### src/design/backslash_newline_line_splicer_unit_assert.svh
// Assertion macros for the line splicer unit.
// Expects clk and rst in the scope where a macro is used.
`ifndef BACKSLASH_NEWLINE_LINE_SPLICER_UNIT_ASSERT_SVH
`define BACKSLASH_NEWLINE_LINE_SPLICER_UNIT_ASSERT_SVH

// Check cons in the same cycle as ante.
`define BNLS_ASSERT_NOW(label, ante, cons, msg) \
  label: assert property (@(posedge clk) disable iff (rst) (ante) |-> (cons)) \
    else $error(msg);

// Check cons in the cycle after ante.
`define BNLS_ASSERT_NEXT(label, ante, cons, msg) \
  label: assert property (@(posedge clk) disable iff (rst) (ante) |=> (cons)) \
    else $error(msg);

`endif

### src/design/bnls_pkg.sv
// Shared types and constants for the line splicer unit.
// No dependencies; used by every module of the block.
`default_nettype none

package bnls_pkg;

  localparam int LINE_BITS_DEF = 24;
  localparam int COL_BITS_DEF  = 16;
  localparam int CMD_DEPTH     = 2;
  localparam int RES_DEPTH     = 4;

  localparam logic [7:0] BACKSLASH = 8'h5C;
  localparam logic [7:0] NEWLINE   = 8'h0A;

  typedef enum logic [1:0] {
    ERR_NONE        = 2'd0,
    ERR_NO_FINAL_NL = 2'd1,
    ERR_SPLICE_EOF  = 2'd2
  } err_t;

  typedef enum logic [1:0] {
    CMD_NONE   = 2'd0,
    CMD_BYTE   = 2'd1,
    CMD_SPLICE = 2'd2
  } cmd_kind_t;

  // One classified input byte, handed from front to back.
  typedef struct packed {
    logic      emit_bs;
    cmd_kind_t kind;
    logic [7:0] data;
    logic      fin;
  } cmd_t;

endpackage

`default_nettype wire

### src/design/bnls_front.sv
// Front end: accepts source bytes and resolves held backslashes.
// Depends on bnls_pkg for cmd_t and the character constants.
`default_nettype none

module bnls_front (
  input  wire logic           clk,
  input  wire logic           rst,
  input  wire logic           push,
  input  wire logic [7:0]     src_byte,
  input  wire logic           final_byte,
  input  wire logic           q_full,
  output bnls_pkg::cmd_t      q_cmd,
  output logic                q_push,
  output logic                held
);

  logic accept;
  logic held_next;

  assign accept = push && !q_full;

  always_comb begin
    q_cmd = '{emit_bs: 1'b0, kind: bnls_pkg::CMD_NONE, data: src_byte, fin: final_byte};
    held_next = held;
    if (held && src_byte == bnls_pkg::NEWLINE) begin
      q_cmd.kind = bnls_pkg::CMD_SPLICE;
      held_next  = 1'b0;
    end else begin
      q_cmd.emit_bs = held;
      // hold a backslash unless nothing can follow it
      if (src_byte == bnls_pkg::BACKSLASH && !final_byte) begin
        q_cmd.kind = bnls_pkg::CMD_NONE;
        held_next  = 1'b1;
      end else begin
        q_cmd.kind = bnls_pkg::CMD_BYTE;
        held_next  = 1'b0;
      end
    end
  end

  // drop transactions that neither emit nor move a counter
  assign q_push = accept && (q_cmd.kind != bnls_pkg::CMD_NONE || q_cmd.emit_bs);

  always_ff @(posedge clk) begin
    if (rst) begin
      held <= 1'b0;
    end else if (accept) begin
      held <= held_next;
    end
  end

endmodule

`default_nettype wire

### src/design/bnls_cmd_fifo.sv
// Short command queue between the front and back ends.
// Depends on bnls_pkg for cmd_t.
`default_nettype none

module bnls_cmd_fifo #(
  parameter int DEPTH = bnls_pkg::CMD_DEPTH
) (
  input  wire logic           clk,
  input  wire logic           rst,
  input  wire logic           push,
  input  wire bnls_pkg::cmd_t din,
  output logic                full,
  input  wire logic           pop,
  output bnls_pkg::cmd_t      dout,
  output logic                valid
);

  localparam int PW = (DEPTH > 1) ? $clog2(DEPTH) : 1;
  localparam int CW = $clog2(DEPTH + 1);

  bnls_pkg::cmd_t mem [DEPTH];
  logic [PW-1:0]  wp;
  logic [PW-1:0]  rp;
  logic [CW-1:0]  count;

  assign full  = (count == CW'(DEPTH));
  assign valid = (count != '0);
  assign dout  = mem[rp];

  always_ff @(posedge clk) begin
    if (push) begin
      mem[wp] <= din;
    end
  end

  always_ff @(posedge clk) begin
    if (rst) begin
      wp    <= '0;
      rp    <= '0;
      count <= '0;
    end else begin
      if (push) begin
        wp <= (wp == PW'(DEPTH - 1)) ? '0 : wp + 1'b1;
      end
      if (pop) begin
        rp <= (rp == PW'(DEPTH - 1)) ? '0 : rp + 1'b1;
      end
      count <= count + CW'(push) - CW'(pop);
    end
  end

endmodule

`default_nettype wire

### src/design/bnls_back.sv
// Back end: runs the line and column counters and builds result items.
// Depends on bnls_pkg for cmd_t, error codes and character constants.
`default_nettype none

module bnls_back #(
  parameter int LINE_BITS = bnls_pkg::LINE_BITS_DEF,
  parameter int COL_BITS  = bnls_pkg::COL_BITS_DEF,
  parameter int RW        = 2 * LINE_BITS + COL_BITS + 13
) (
  input  wire logic           clk,
  input  wire logic           rst,
  input  wire logic           cmd_valid,
  input  wire bnls_pkg::cmd_t cmd,
  input  wire logic           room,
  output logic                cmd_pop,
  output logic                res_push0,
  output logic                res_push1,
  output logic [RW-1:0]       res0,
  output logic [RW-1:0]       res1
);

  logic [LINE_BITS-1:0] line;
  logic [LINE_BITS-1:0] line_next;
  logic [COL_BITS-1:0]  col;
  logic [COL_BITS-1:0]  col_next;
  logic [LINE_BITS-1:0] logic_ln;
  logic [LINE_BITS-1:0] logic_ln_next;

  logic [COL_BITS-1:0]  col_a;
  logic [COL_BITS-1:0]  col_b;
  logic [COL_BITS-1:0]  col_c;
  logic [LINE_BITS-1:0] line_inc;
  logic [LINE_BITS-1:0] logic_inc;
  logic                 is_nl;
  logic                 main_valid;
  bnls_pkg::err_t       byte_err;
  logic [RW-1:0]        bs_res;
  logic [RW-1:0]        byte_res;
  logic [RW-1:0]        splice_res;
  logic [RW-1:0]        main_res;

  assign cmd_pop = cmd_valid && room;

  // saturating increments; the byte after an emitted backslash sits one column on
  assign col_a     = (col == {COL_BITS{1'b1}}) ? col : col + COL_BITS'(1);
  assign col_b     = cmd.emit_bs ? col_a : col;
  assign col_c     = (col_b == {COL_BITS{1'b1}}) ? col_b : col_b + COL_BITS'(1);
  assign line_inc  = (line == {LINE_BITS{1'b1}}) ? line : line + LINE_BITS'(1);
  assign logic_inc = (logic_ln == {LINE_BITS{1'b1}}) ? logic_ln : logic_ln + LINE_BITS'(1);

  assign is_nl    = (cmd.data == bnls_pkg::NEWLINE);
  assign byte_err = (cmd.fin && !is_nl) ? bnls_pkg::ERR_NO_FINAL_NL : bnls_pkg::ERR_NONE;

  assign bs_res = {1'b1, bnls_pkg::BACKSLASH, 1'b0, line, col, {LINE_BITS{1'b0}},
                   bnls_pkg::ERR_NONE, 1'b0};
  assign byte_res = {1'b1, cmd.data, is_nl, line, col_b,
                     (is_nl ? logic_ln : {LINE_BITS{1'b0}}), byte_err, cmd.fin};
  assign splice_res = {1'b0, 8'h00, 1'b0, line, col, {LINE_BITS{1'b0}},
                       bnls_pkg::ERR_SPLICE_EOF, 1'b1};

  assign main_valid = (cmd.kind == bnls_pkg::CMD_BYTE) ||
                      (cmd.kind == bnls_pkg::CMD_SPLICE && cmd.fin);
  assign main_res   = (cmd.kind == bnls_pkg::CMD_SPLICE) ? splice_res : byte_res;

  always_comb begin
    if (cmd.emit_bs) begin
      res0      = bs_res;
      res1      = main_res;
      res_push0 = cmd_pop;
      res_push1 = cmd_pop && main_valid;
    end else begin
      res0      = main_res;
      res1      = main_res;
      res_push0 = cmd_pop && main_valid;
      res_push1 = 1'b0;
    end
  end

  always_comb begin
    line_next     = line;
    col_next      = col;
    logic_ln_next = logic_ln;
    case (cmd.kind)
      bnls_pkg::CMD_BYTE: begin
        if (is_nl) begin
          line_next     = line_inc;
          col_next      = COL_BITS'(1);
          logic_ln_next = logic_inc;
        end else begin
          col_next = col_c;
        end
      end
      bnls_pkg::CMD_SPLICE: begin
        line_next = line_inc;
        col_next  = COL_BITS'(1);
      end
      default: begin
        col_next = col_b;
      end
    endcase
    // a new file starts after the final byte
    if (cmd.fin) begin
      line_next     = LINE_BITS'(1);
      col_next      = COL_BITS'(1);
      logic_ln_next = LINE_BITS'(1);
    end
  end

  always_ff @(posedge clk) begin
    if (rst) begin
      line     <= LINE_BITS'(1);
      col      <= COL_BITS'(1);
      logic_ln <= LINE_BITS'(1);
    end else if (cmd_pop) begin
      line     <= line_next;
      col      <= col_next;
      logic_ln <= logic_ln_next;
    end
  end

endmodule

`default_nettype wire

### src/design/bnls_res_fifo.sv
// Result queue with two write ports and one read port.
// Depends on bnls_pkg for the default depth.
`default_nettype none

module bnls_res_fifo #(
  parameter int W     = 8,
  parameter int DEPTH = bnls_pkg::RES_DEPTH
) (
  input  wire logic          clk,
  input  wire logic          rst,
  input  wire logic          push0,
  input  wire logic          push1,
  input  wire logic [W-1:0]  d0,
  input  wire logic [W-1:0]  d1,
  output logic               room,
  input  wire logic          pop,
  output logic [W-1:0]       dout,
  output logic               empty
);

  localparam int PW = $clog2(DEPTH);
  localparam int CW = $clog2(DEPTH + 1);

  logic [W-1:0]  mem [DEPTH];
  logic [PW-1:0] wp;
  logic [PW-1:0] wp1;
  logic [PW-1:0] wp2;
  logic [PW-1:0] rp;
  logic [CW-1:0] count;

  assign wp1   = (wp == PW'(DEPTH - 1)) ? '0 : wp + 1'b1;
  assign wp2   = (wp1 == PW'(DEPTH - 1)) ? '0 : wp1 + 1'b1;
  assign empty = (count == '0);
  assign room  = (count <= CW'(DEPTH - 2));
  assign dout  = mem[rp];

  always_ff @(posedge clk) begin
    if (push0) begin
      mem[wp] <= d0;
    end
    if (push1) begin
      mem[wp1] <= d1;
    end
  end

  always_ff @(posedge clk) begin
    if (rst) begin
      wp    <= '0;
      rp    <= '0;
      count <= '0;
    end else begin
      if (push1) begin
        wp <= wp2;
      end else if (push0) begin
        wp <= wp1;
      end
      if (pop && !empty) begin
        rp <= (rp == PW'(DEPTH - 1)) ? '0 : rp + 1'b1;
      end
      count <= count + CW'(push0) + CW'(push1) - CW'(pop && !empty);
    end
  end

endmodule

`default_nettype wire

### src/design/backslash_newline_line_splicer_unit.sv
// Backslash-newline line splicer: source bytes in, spliced bytes with
// physical line, column and logical line out, plus end-of-file errors.
//
// Input channel: present src_byte and final_byte with push high; a transaction
// completes on a rising edge with push high and full low. One byte per cycle
// is taken as long as full stays low.
// Result channel: while empty is low the oldest result sits on the output
// ports; pop high at a rising edge takes it. A byte yields zero, one or two
// results (a held backslash plus the byte that follows it).
// Taken bytes are registered in the command queue, results in the result
// queue. The back end writes up to two results per cycle into a four-entry
// result queue and runs one command per cycle while that queue has two free
// entries, so the sustained rate is one byte per cycle, limited to one result
// per cycle by the read port when many backslashes are emitted.
// When pop stays low, the result queue runs short of two free entries, the
// back end stops, the two-entry command queue fills and full rises.
// Reset (rst, synchronous) empties both queues, drops a held backslash and
// sets all line and column counters to 1; after final_byte the hold and counters clear too.
// Depends on bnls_pkg, bnls_front, bnls_cmd_fifo, bnls_back, bnls_res_fifo.
`default_nettype none

`include "backslash_newline_line_splicer_unit_assert.svh"

module backslash_newline_line_splicer_unit #(
  parameter int LINE_BITS = bnls_pkg::LINE_BITS_DEF,
  parameter int COL_BITS  = bnls_pkg::COL_BITS_DEF
) (
  input  wire logic                 clk,
  input  wire logic                 rst,
  input  wire logic                 push,
  output logic                      full,
  input  wire logic [7:0]           src_byte,
  input  wire logic                 final_byte,
  input  wire logic                 pop,
  output logic                      empty,
  output logic                      has_char,
  output logic [7:0]                char_out,
  output logic                      is_newline,
  output logic [LINE_BITS-1:0]      phys_line_out,
  output logic [COL_BITS-1:0]       column_out,
  output logic [LINE_BITS-1:0]      logic_line_out,
  output logic [1:0]                error_code,
  output logic                      end_mark
);

  localparam int RW = 2 * LINE_BITS + COL_BITS + 13;

  bnls_pkg::cmd_t fe_cmd;
  bnls_pkg::cmd_t be_cmd;
  logic           fe_push;
  logic           bs_held;
  logic           cmd_full;
  logic           cmd_valid;
  logic           cmd_pop;
  logic           res_room;
  logic           res_push0;
  logic           res_push1;
  logic [RW-1:0]  res0;
  logic [RW-1:0]  res1;
  logic [RW-1:0]  res_dout;
  logic           fin_taken;
  logic           status_only;
  logic           status_ok;
  logic           bare_last;
  logic           no_nl_err;

  assign full = cmd_full;

  bnls_front u_front (
    .clk        (clk),
    .rst        (rst),
    .push       (push),
    .src_byte   (src_byte),
    .final_byte (final_byte),
    .q_full     (cmd_full),
    .q_cmd      (fe_cmd),
    .q_push     (fe_push),
    .held       (bs_held)
  );

  bnls_cmd_fifo #(
    .DEPTH (bnls_pkg::CMD_DEPTH)
  ) u_cmd_fifo (
    .clk   (clk),
    .rst   (rst),
    .push  (fe_push),
    .din   (fe_cmd),
    .full  (cmd_full),
    .pop   (cmd_pop),
    .dout  (be_cmd),
    .valid (cmd_valid)
  );

  bnls_back #(
    .LINE_BITS (LINE_BITS),
    .COL_BITS  (COL_BITS),
    .RW        (RW)
  ) u_back (
    .clk       (clk),
    .rst       (rst),
    .cmd_valid (cmd_valid),
    .cmd       (be_cmd),
    .room      (res_room),
    .cmd_pop   (cmd_pop),
    .res_push0 (res_push0),
    .res_push1 (res_push1),
    .res0      (res0),
    .res1      (res1)
  );

  bnls_res_fifo #(
    .W     (RW),
    .DEPTH (bnls_pkg::RES_DEPTH)
  ) u_res_fifo (
    .clk   (clk),
    .rst   (rst),
    .push0 (res_push0),
    .push1 (res_push1),
    .d0    (res0),
    .d1    (res1),
    .room  (res_room),
    .pop   (pop),
    .dout  (res_dout),
    .empty (empty)
  );

  assign {has_char, char_out, is_newline, phys_line_out, column_out,
          logic_line_out, error_code, end_mark} = res_dout;

  assign fin_taken   = push && !full && final_byte;
  assign status_only = !empty && !has_char;
  assign status_ok   = end_mark && (error_code == bnls_pkg::ERR_SPLICE_EOF);
  assign bare_last   = !empty && has_char && end_mark && !is_newline;
  assign no_nl_err   = (error_code == bnls_pkg::ERR_NO_FINAL_NL);

  `BNLS_ASSERT_NEXT(a_final_clears_hold, fin_taken, !bs_held, "backslash held after final byte")
  `BNLS_ASSERT_NOW(a_status_only_eof, status_only, status_ok, "status-only result, no splice error")
  `BNLS_ASSERT_NOW(a_last_char_flagged, bare_last, no_nl_err, "missing final newline not flagged")

endmodule

`default_nettype wire
### config.mk
export PLATFORM = sky130hd
export DESIGN_NAME = backslash_newline_line_splicer_unit
export DESIGN_NICKNAME = d
export VERILOG_FILES = /design/src/design/bnls_pkg.sv /design/src/design/bnls_front.sv /design/src/design/bnls_cmd_fifo.sv /design/src/design/bnls_back.sv /design/src/design/bnls_res_fifo.sv /design/src/design/backslash_newline_line_splicer_unit.sv
export VERILOG_INCLUDE_DIRS = /design/src /design/src/design
export SDC_FILE = /design/constraint.sdc
export NUM_CORES = 1
export LEC_CHECK = 0
export BUFFER_PORTS_ARGS = -buffer_cell sky130_fd_sc_hd__buf_2
export CORE_MARGIN = 10
export CORE_UTILIZATION = 44
export CTS_CLUSTER_DIAMETER = 120
export DETAILED_ROUTE_END_ITERATION = 12
export SKIP_CTS_REPAIR_TIMING = 1
export SLEW_MARGIN = 5
export SYNTH_ARGS = -nofsm -noshare
export SYNTH_HDL_FRONTEND = slang
export SYNTH_SLANG_ARGS = --single-unit
### constraint.sdc
create_clock -name clk -period 5.8 [get_ports clk]
set_input_delay 0.87 -clock clk [delete_from_list [all_inputs] [get_ports clk]]
set_output_delay 0.87 -clock clk [all_outputs]
set_load 0.005 [all_outputs]
==> results of run 1 <==
[layout make-up]
| type | instances | area [um^2] | area share |
|---|---|---|---|
| clock inverters | 14 | 128 | 0.00602 |
| repair buffers | 114 | 678 | 0.0320 |
| clock buffers | 66 | 1230 | 0.0581 |
| inverters | 31 | 116 | 0.00548 |
| well taps | 539 | 674 | 0.0318 |
| flip-flops and latches | 411 | 11600 | 0.545 |
| multi-input cells | 899 | 6830 | 0.322 |
[flip-flops by register name (all words and copies together), names as in the netlist, named ones only]
signal            flops
u_front.held          1
u_res_fifo.mem      308
u_cmd_fifo.mem       24
u_cmd_fifo.wp         1
u_res_fifo.count      3
u_back.col           16
u_cmd_fifo.rp         1
u_res_fifo.wp         2
u_cmd_fifo.count      2
u_res_fifo.rp         2
u_back.line          24
u_back.logic_ln      24
[worst max-delay path: stages, from the launching register on]
cell     delay, ps
dfxtp_1        740
mux2i_1        330
ha_2           890
a21oi_1        220
nor3_1         630
buf_4          270
nand2_1        130
nand2_4        450
buf_12         360
[how the worst min path moves through the flow]
stage / cells past startpoint / from / to / slack [ps]
5_1_grt: 1 / src_byte[5] / u_cmd_fifo.mem[1][6] / 490
4_1_cts: 1 / src_byte[5] / u_cmd_fifo.mem[0][6] / 480
3_3_place_gp: 2 / u_front.held / u_front.held / 500
3_5_place_dp: 2 / u_front.held / u_front.held / 510
2_1_floorplan: 0 / u_back.line[20] / u_res_fifo.mem[0][63] / 460
6_report: 1 / src_byte[5] / u_cmd_fifo.mem[1][6] / 510
[cell families after synthesis]
group                      Yosys count
AOI/OAI and AO/OA                  127
xor gates and xnor gates            92
muxes                              110
adders and majority gates           18
buffers and inverters              120
DFF                                411
and+or+nand+nor                    552
[layout by cell type, fill, tap and decap left out, drive strengths merged, types with 27 or more instances in the layout]
cell type  Yosys  layout
nor3          38      38
nor2         160     160
nand3         36      36
mux4          77      77
inv           31      32
xor2          33      33
nand2        128     128
dfxtp         79      79
o21ai         39      39
clkbuf        70      66
a21oi         27      27
edfxtp       332     332
buf           19     114
xnor2         59      59
and2          96      96
[layer usage]
metal  global-route usage  share of wire
met1                0.231           0.43
met2                0.284           0.49
met3               0.0291          0.053
met4               0.0539          0.022
met5                    0              0
[where the power goes]
group	internal [mW]	switching [mW]
logic	0.901	1.40
registers	3.82	0.220
clock network	1.56	1.12
[metrics by stage]
step,worst slack (ps),hold slack (ps),cell area [um^2],std cells
3_5_place_dp,1340,506,19900,1994
2_1_floorplan,1460,460,18800,1430
6_report,1380,509,21200,2074
4_1_cts,1350,479,21200,2074
3_3_place_gp,1470,499,19900,1994
5_1_grt,948,494,21200,2074
==> metrics.txt, run 1 <==
critical path startpoint category=register; Antenna Nets Post-Route=0; Synth Cell Area=approximately 19000 um^2; final hold violations=0; antenna violations before repair=0; register area share after synthesis=0.615; ys async rst share=0; Die Area=around 51000 um^2; Reg clk slew, reported paths=60 ps; setup violators final=0; starting density of the core=0.447; global router's overall resource usage=0.173; Ys Warns=0; Max Clk Rate=around 0.23 GHz; Post-synth EDFFs=around 330; FP Rows=75; CTS tree=built; synth cell count leaders=332 x edfxtp_1, 160 x nor2_1, 128 x nand2_1; RSZ-0062 raised after global routing=false; max cap viols=0; Synth Area in Simple Gates=0.146; Detailed Route Iter0 Violations=1048; fin crit share=0.762; Final GP Congestion=between 0.8 and 0.9; I/O Buffers=91; crit path to=u_res_fifo.mem[0][38]; largest net degree at the start of global routing=55; Max rail drop VDD=253 uV; # nets final=1531; CP endpoint kind=register; most numerous cell in the Yosys netlist=edfxtp_1; FF+latch count, synth=411; unique cell type count in the Yosys netlist=approximately 70; Synth Net Count=roughly 1500; reg2reg end=u_res_fifo.mem[0][38]; clock buffer depth=3; Initial DRT Pass Iterations=6; Clock Latency Late Sink=570 ps; fin crit period=approximately 4400 ps; vias in the first global route=roughly 12000; Post-Route WL=43700 um; Die Span Y=around 230 um; number of antenna diodes=0; XOR/XNOR share of the synthesized area=0.0429; Avg Cell Area, Syn=13.1 um^2; Arr. time, crit path=around 4700 ps; Mapped Cells=around 1400; outcome=finished clean; WL per Instance=21.1 um; Worst EP required=a little over 6000 ps; number of fillers in the final layout=3606; vias per cell=5.54; Cell Pwr Density=around 420 nW/um^2; Reg2Reg Setup Slack=approximately 1400 ps; Synth-to-Final Area Change=13.0%; first-pass GRT wire length=just under 70000 um; largest family of logic cells by synthesized area=simple AND/OR/NAND/NOR gates; core area=between 40000 and 50000 um^2; Synth Area in Adders=0.0128; setup_tns=0 ps; clk sinks=~400; DP HPWL=27400 um; Hold/Removal Path Class=in2reg; total CTS buffers=43; H-tree depth=2; overall power=~9.0 mW; mux share of post-synthesis cell area=0.112; Worst slew margin=0.278; area leader, netlist=edfxtp_1; Crit Path Class=reg2reg; DR DRC count=0; Root Buffer=clkbuf_16; top_reg_cell synth=edfxtp_1; top post-synthesis cells by area=edfxtp_1 53%, mux4_2 9.2%, dfxtp_1 8.4%; share of layout cells above drive strength 1=0.197; Compound-Gate Fraction of Synth Area=0.0469; grt total ovfl=0; DR vias=around 11000; die width=227 um; fin util=0.505; Final Max Slew Viols=0; CP max FO=54; # IOs=between 90 and 100; Least-Margin Pin Slew=about 1100 ps; post-synth top area share=0.531; FF-to-FF path depth=8; Leak=slightly above 7 nW; Layout Skew=~19 ps
Note: power is estimated with default switching activity, not from simulation.
==> inputs of run 2 (changes only) <==
==> constraint.sdc (replaced) <==
create_clock -name clk -period 4.46 [get_ports clk]
set_input_delay 0.669 -clock clk [delete_from_list [all_inputs] [get_ports clk]]
set_output_delay 0.669 -clock clk [all_outputs]
set_load 0.005 [all_outputs]
==> metrics.txt, run 2 (synthesis results as in run 1) <==
Leak=around 7.2 nW; global router's overall resource usage=0.174; met1 GRT Util=0.231; final hold violations=0; Die Area=slightly above 50000 um^2; Hold/Removal Path Class=in2reg; DP HPWL=around 28000 um; Flop pwr share=0.438; WL per Instance=approximately 21 um; number of antenna diodes=0; Antenna Nets Post-Route=0; core area=around 42000 um^2; antenna violations before repair=0; # nets final=roughly 1500; starting density of the core=0.447; Largest register FFs=308; die width=around 230 um; DR vias=about 12000; Initial DRT Pass Iterations=5; sw power=3.64 mW; max cap viols=0; largest net degree at the start of global routing=78; grt total ovfl=0; vias in the first global route=about 12000; Worst EP required=about 4900 ps; Root Buffer=clkbuf_16; I/O Buffers=91; Clock Latency Late Sink=~600 ps; vias per cell=5.59; Reg clk slew, reported paths=around 60 ps; Worst slew margin=0.340; Top reg by flops=u_res_fifo.mem; clock power share=0.303; total CTS buffers=45; leading cell type in the layout, fill and taps excluded=edfxtp_1; non-filler instance count after layout=about 2100; Synth-to-Final Area Change=14.0%; DR DRC count=0; critical path startpoint category=register; Final Max Slew Viols=0; Detailed Route Iter0 Violations=roughly 900; # IOs=between 90 and 100; Max Clk Rate=about 0.26 GHz; Crit Path Class=reg2reg; setup_tns=0 ps; Sw Share=0.306; FP Rows=between 70 and 80; clk sinks=411; share of layout cells above drive strength 1=0.209; first-pass GRT wire length=approximately 70000 um; Final GP Congestion=0.881; fin crit period=about 3800 ps; clock buffer depth=3; grt met2 use=0.290; total internal power=around 8.3 mW; commonest non-fill, non-tap cells in the layout=332 x edfxtp_1, 160 x nor2_1, 124 x nand2_1, 96 x and2_1, 91 x buf_2; CTS tree=built; fin crit share=0.859; Arr. time, crit path=about 4300 ps; layer carrying the most global-route usage=met2; outcome=finished clean; Layout Skew=around 24 ps; Max rail drop VDD=approximately 280 uV; RSZ-0062 raised after global routing=false; Logic pwr share=0.259; met3 usage=0.0307; Cell Pwr Density=555 nW/um^2; Worst Hold Margin=around 290 ps; fin util=0.509; Placed Cells=2008; CP endpoint kind=register; H-tree depth=2; Die Span Y=227 um; setup violators final=0; CP max FO=12; Post-Route WL=about 44000 um; Least-Margin Pin Slew=986 ps
==> run 2: metal layers <==
layer  share of wire  vias to the layer above
met5               0                        -
li1                -                     5438
met3           0.051                       54
met4           0.019                        0
met1            0.44                     5896
met2            0.49                      297
==> run 2: area by class of cell <==
type                       instances  area, um^2
multi-input combinational        899        6830
inverter                          31         116
tap                              539         674
sequential                       411       11600
fill                            3658       20600
clock buffer                      63        1230
timing repair buffer             128         808
clock inverter                    19         196
==> run 2: power groups by stage <==
stage	clock network, mW	registers (mW)	logic [mW]
2_1_floorplan	0	5.20	1.91
3_3_place_gp	0	5.27	3.14
3_5_place_dp	0	5.30	3.16
4_1_cts	3.68	5.22	3.17
5_1_grt	3.84	5.28	3.38
6_report	3.60	5.21	3.08
==> run 2: worst paths after layout <==
path	startpoint	to	slack, ps	depth (start not counted)
hold reg to reg	u_front.held	u_front.held	510	2
setup reg to reg	u_back.col[0]	u_back.col[3]	630	11
hold / removal	src_byte[5]	u_cmd_fifo.mem[1][6]	290	1
setup / recovery	u_back.col[0]	u_back.col[3]	630	11
==> run 2: worst max-delay path, cell delays in order, from the launching register on <==
cell and delay (ps):
dfxtp_1 630, ha_1 540, and4_1 400, a41oi_2 330
xnor2_1 260, inv_1 110, ha_1 180, o211ai_2 160
nor3_4 450, a221oi_2 160, o21bai_1 200, a221o_1 300
==> run 2: per-stage QoR <==
stage	setup slack, ps	cell area [um^2]	total power, mW
floorplan	125	18800	7.11
global placement	792	20000	8.42
detailed placement	710	20000	8.46
CTS	684	21400	12.1
global route	387	21400	12.5
finish	628	21400	11.9
